--- src/design/eaq_pkg.sv ---
// ----------------------------------------------------------------------------
// eaq_pkg: shared constants and types for the Euler-to-quaternion block
// Arctangent table, CORDIC gain, word widths, channel payloads.
// ----------------------------------------------------------------------------
package eaq_pkg;

    localparam int ANG_W     = 16;
    localparam int Q_W       = 16;
    localparam int CW        = 33;   // CORDIC x/y word, Q.30 plus guard
    localparam int ZW        = 33;   // angle accumulator, pi/2^31 units
    localparam int TRIG_W    = 17;   // rounded Q.15 cos/sin
    localparam int TABLE_LEN = 24;
    localparam int STAGES_DEFAULT = 16;

    localparam logic signed [CW-1:0] GAIN_Q30 = 33'sd652032874;

    typedef logic signed [ANG_W-1:0] angle_t;
    typedef logic signed [Q_W-1:0]   quat_t;
    typedef logic signed [CW-1:0]    cword_t;
    typedef logic signed [ZW-1:0]    zword_t;
    typedef logic signed [TRIG_W-1:0] trig_t;

    // input request: yaw, pitch, roll
    typedef struct packed {
        angle_t yaw_angle;
        angle_t pitch_angle;
        angle_t roll_angle;
    } euler_req_t;

    // output request: w, x, y, z in Q1.14
    typedef struct packed {
        quat_t quat_w;
        quat_t quat_x;
        quat_t quat_y;
        quat_t quat_z;
    } quat_req_t;

    typedef struct packed {
        cword_t x;
        cword_t y;
        zword_t z;
    } rot_t;

    typedef struct packed {
        rot_t yaw;
        rot_t pitch;
        rot_t roll;
    } lane3_t;

    function automatic zword_t atan_entry(input logic [4:0] idx);
        zword_t t;
        case (idx)
            5'd0:  t = 33'sd536870912;
            5'd1:  t = 33'sd316933406;
            5'd2:  t = 33'sd167458907;
            5'd3:  t = 33'sd85004756;
            5'd4:  t = 33'sd42667331;
            5'd5:  t = 33'sd21354465;
            5'd6:  t = 33'sd10679838;
            5'd7:  t = 33'sd5340245;
            5'd8:  t = 33'sd2670163;
            5'd9:  t = 33'sd1335087;
            5'd10: t = 33'sd667544;
            5'd11: t = 33'sd333772;
            5'd12: t = 33'sd166886;
            5'd13: t = 33'sd83443;
            5'd14: t = 33'sd41722;
            5'd15: t = 33'sd20861;
            5'd16: t = 33'sd10430;
            5'd17: t = 33'sd5215;
            5'd18: t = 33'sd2608;
            5'd19: t = 33'sd1304;
            5'd20: t = 33'sd652;
            5'd21: t = 33'sd326;
            5'd22: t = 33'sd163;
            5'd23: t = 33'sd81;
            default: t = '0;
        endcase
        return t;
    endfunction

endpackage

--- src/design/eaq_cordic_cell.sv ---
// ----------------------------------------------------------------------------
// eaq_cordic_cell: one CORDIC rotation stage for all three angles
// Registered; advances when the chain advances.
// ----------------------------------------------------------------------------
module eaq_cordic_cell #(
    parameter int STAGE = 0
) (
    input  logic           clk,
    input  logic           en,
    input  eaq_pkg::lane3_t din,
    output eaq_pkg::lane3_t dout
);
    import eaq_pkg::*;

    lane3_t result_reg;
    lane3_t result_next;

    localparam zword_t ATAN = atan_entry(5'(STAGE));

    function automatic rot_t rotate(input rot_t r);
        rot_t   o;
        cword_t dx;
        cword_t dy;
        dx = r.y >>> STAGE;
        dy = r.x >>> STAGE;
        if (!r.z[ZW-1])
        begin
            o.x = r.x - dx;
            o.y = r.y + dy;
            o.z = r.z - ATAN;
        end
        else
        begin
            o.x = r.x + dx;
            o.y = r.y - dy;
            o.z = r.z + ATAN;
        end
        return o;
    endfunction

    always_comb
    begin
        result_next.yaw   = rotate(din.yaw);
        result_next.pitch = rotate(din.pitch);
        result_next.roll  = rotate(din.roll);
    end

    always_ff @(posedge clk)
    begin
        if (en)
            result_reg <= result_next;
    end

    assign dout = result_reg;
endmodule

--- config.mk ---
export PLATFORM = sky130hd
export DESIGN_NAME = eaq_cordic_cell
export DESIGN_NICKNAME = d
export VERILOG_FILES = /design/src/design/eaq_pkg.sv /design/src/design/eaq_cordic_cell.sv
export SDC_FILE = /design/constraint.sdc
export NUM_CORES = 1
export LEC_CHECK = 0
export ABC_CLOCK_PERIOD_IN_PS = 4800
export CAP_MARGIN = 30
export CORE_ASPECT_RATIO = 1.5
export CORE_MARGIN = 2
export CORE_UTILIZATION = 45
export CTS_BUF_LIST = sky130_fd_sc_hd__clkbuf_8
export DETAILED_ROUTE_END_ITERATION = 10
export DONT_BUFFER_PORTS = 1
export SYNTH_ARGS = -nofsm -noshare
export SYNTH_HDL_FRONTEND = slang
export SYNTH_SLANG_ARGS = --single-unit
--- constraint.sdc ---
create_clock -name clk -period 4.8 [get_ports clk]
set_input_delay 1.2 -clock clk [delete_from_list [all_inputs] [get_ports clk]]
set_output_delay 1.2 -clock clk [all_outputs]
set_load 0.1 [all_outputs]
==> results by group <==
Detailed routing
  – Antenna-violating nets left: 0
  – Per-cell routed wire length: 25.82 µm
  – Initial DRC count: 1260
  – First-pass DRT Iterations: 5
  – DRT Wirelength: 94450 µm
  – Drt via density: 6.057
  – # DRC: 0
  – Vias: 22155

Timing
  – Period utilization: 82.32%
  – Hold Fails Final Rpt: 0
  – Final TNS setup: 0 ns
  – RSZ-0062 raised after global routing: no
  – Final min period: 3.951 ns
  – Final setup violation count: 0
  – Rel. slew slack: 29.22%
  – F_max: 0.2531 GHz
  – Max Slew Vio Count: 0
  – Worst Tran Pin Value: 1.064 ns
  – Fin Hold WS: 0.6136 ns

Cells and area
  – Fill cells: 5432
  – Nets: 3463
  – Multi-input logic area: 0.01518 mm²
  – Register Area: 0.008828 mm²
  – Share of cells above drive strength 1: 5.844%
  – Final Util: 49.05%
  – Area grow syn2layout: 8.155%
  – Max reg flops: 294

Worst setup path
  – CP endpoint: dout[259]$_DFFE_PP_
  – Critical Path AT: 4.37 ns
  – Critical path type: in2reg
  – CP Capture Type: flop
  – CP startpoint kind: input pin
  – Crit. Startpoint: din[231]
  – WP data required: 5.22 ns
  – Worst-path maximum fanout: 3

Synth
  – Yosys cell types: 79
  – Synth top area share: 34.37%
  – Yosys top cell by area: edfxtp_1
  – FF+latch count, synth: 294
  – Top post-synthesis cells by area: edfxtp_1 (34%), ha_1 (14%), a21oi_1 (6.7%)
  – Seq/Total Area, Yosys: 34.37%
  – Most numerous cell in the Yosys netlist: a21oi_1
  – Top_reg_cell synth: edfxtp_1
  – YS warnings: 0
  – Post-synth EDFFs: 294
  – Syn avg cell area: 8.900 µm²
  – Cells after synthesis: 2886
  – Mapped cell area: 0.02568 mm²
  – Synth top cells by count: a21oi_1 (343), edfxtp_1 (294), ha_1 (294), inv_1 (284), nor2_1 (215)
  – Post-Synthesis Net Count: 3491
  – Ys async rst share: 0%

Floorplan
  – DIE HEIGHT: 296.6 µm
  – Die X: 199.1 µm
  – DIE AREA: 0.05904 mm²
  – Initial core utilization: 45.35%
  – I/O pin count: 596
  – Rows: 107
  – Core area: 0.05663 mm²

Global routing
  – Initial antenna violation count: 7
  – Overflow after GRT: 0
  – Vias in the first global route: 22100
  – Tot GR Track Use: 30.71%
  – Pin count of the biggest net entering global routing: 295
  – First-pass GRT wire length: 135800 µm

Placement
  – DP Wirelength: 75050 µm
  – Gpl congestion: 0.9900
  – PortBufs: 0

Clocking
  – Clk sinks: 294
  – CTS root buf: clkbuf_8
  – Total CTS buffers: 48
  – CTS Hold Buffers Added: 0
  – Worst-path clk slew: 0.07 ns
  – H-tree depth: 2
  – CTS max path bufs: 3
  – Post-CTS resize count: 0
  – CTS tree: yes
  – Setup Buffers After CTS: 0

Pwr
  – Power per Cell Area: 401.8 mW/mm²
  – Leakage: 11.60 nW
  – Design Power: 0.01116 W
  – Maximum VDD drop: 0.3214 mV

Hold path
  – Worst hold path type: in2reg
  – Hold Path Stages: 0

Job
  – Max cap viols: 0

Status
  – Status: complete, no violations
report_power, final:
group          switching (W)  total (W)  internal [W]  leakage, nW
sequential           0.00274    0.00609       0.00335         2.88
clock                0.00113    0.00247       0.00133        0.546
combinational        0.00164    0.00261      0.000967         8.18
total                0.00551     0.0112       0.00565         11.6
worst min-delay path by stage:
stage | slack, ns | to | from
floorplan | 1.30 | dout[0]$_DFFE_PP_ | din[0]
global placement | 1.30 | dout[207]$_DFFE_PP_ | din[207]
detailed placement | 1.30 | dout[5]$_DFFE_PP_ | din[5]
CTS | 0.57 | dout[17]$_DFFE_PP_ | din[17]
global route | 0.58 | dout[5]$_DFFE_PP_ | din[5]
finish | 0.61 | dout[13]$_DFFE_PP_ | din[13]
cell usage in the layout, fill, tap and decap left out, types with 43 or more instances in the layout:
| master | netlist | final |
|---|---|---|
| a21oi_1 | 343 | 343 |
| ha_1 | 294 | 294 |
| edfxtp_1 | 294 | 294 |
| inv_1 | 284 | 290 |
| nor2_1 | 215 | 215 |
| o21ai_0 | 174 | 174 |
| xnor2_1 | 155 | 155 |
| nand2_1 | 135 | 135 |
| o21bai_1 | 71 | 71 |
| a21o_1 | 70 | 70 |
| nor3_1 | 63 | 63 |
| clkbuf_8 | 0 | 48 |
| buf_4 | 4 | 43 |
through the flow:
stage          setup slack [ns]  cells  area [µm²]
6_report                 0.8486   3658       27780
5_1_grt                  0.7520   3657       27780
4_1_cts                  0.9399   3655       27770
3_5_place_dp             0.2498   3571       26730
3_3_place_gp             0.3413   3564       26530
2_1_floorplan             1.009   2886       25680
routing by layer:
layer	track usage (%)	wire [µm]	vias up
li1	-	-	10313
met1	29.15	30970	10449
met3	9.977	8905	306
met4	20.73	7129	8
met2	55.88	47390	1079
met5	0	51	-
cell type report:
cell class / instances / area share [%]
antenna: 3 / 0.02702
clock buffer: 48 / 2.378
clock inverter: 36 / 1.383
inverter: 306 / 4.135
multi-input combinational: 2154 / 54.63
sequential: 294 / 31.78
tap: 763 / 3.437
timing repair buffer: 54 / 2.225
cell families after synthesis:
| kind of cell | synth area share, % |
|---|---|
| adders and majority gates | 15.26 |
| AOI/OAI and AO/OA | 23.71 |
| xor gates and xnor gates | 6.377 |
| DFF | 34.37 |
| and+or+nand+nor | 12.14 |
| buffers and inverters | 6.537 |
| muxes | 1.608 |
worst max-delay path, cell delays in order:
cell	delay, ns
inv_1	0.02
ha_1	0.24
fa_1	0.42
nor2b_1	0.19
o211ai_1	0.16
a2111oi_1	0.52
or4_1	0.27
nand2_1	0.12
o41ai_2	0.53
a211oi_1	0.21
a211oi_1	0.36
xnor2_1	0.11
(Power assumes the default switching activity.)
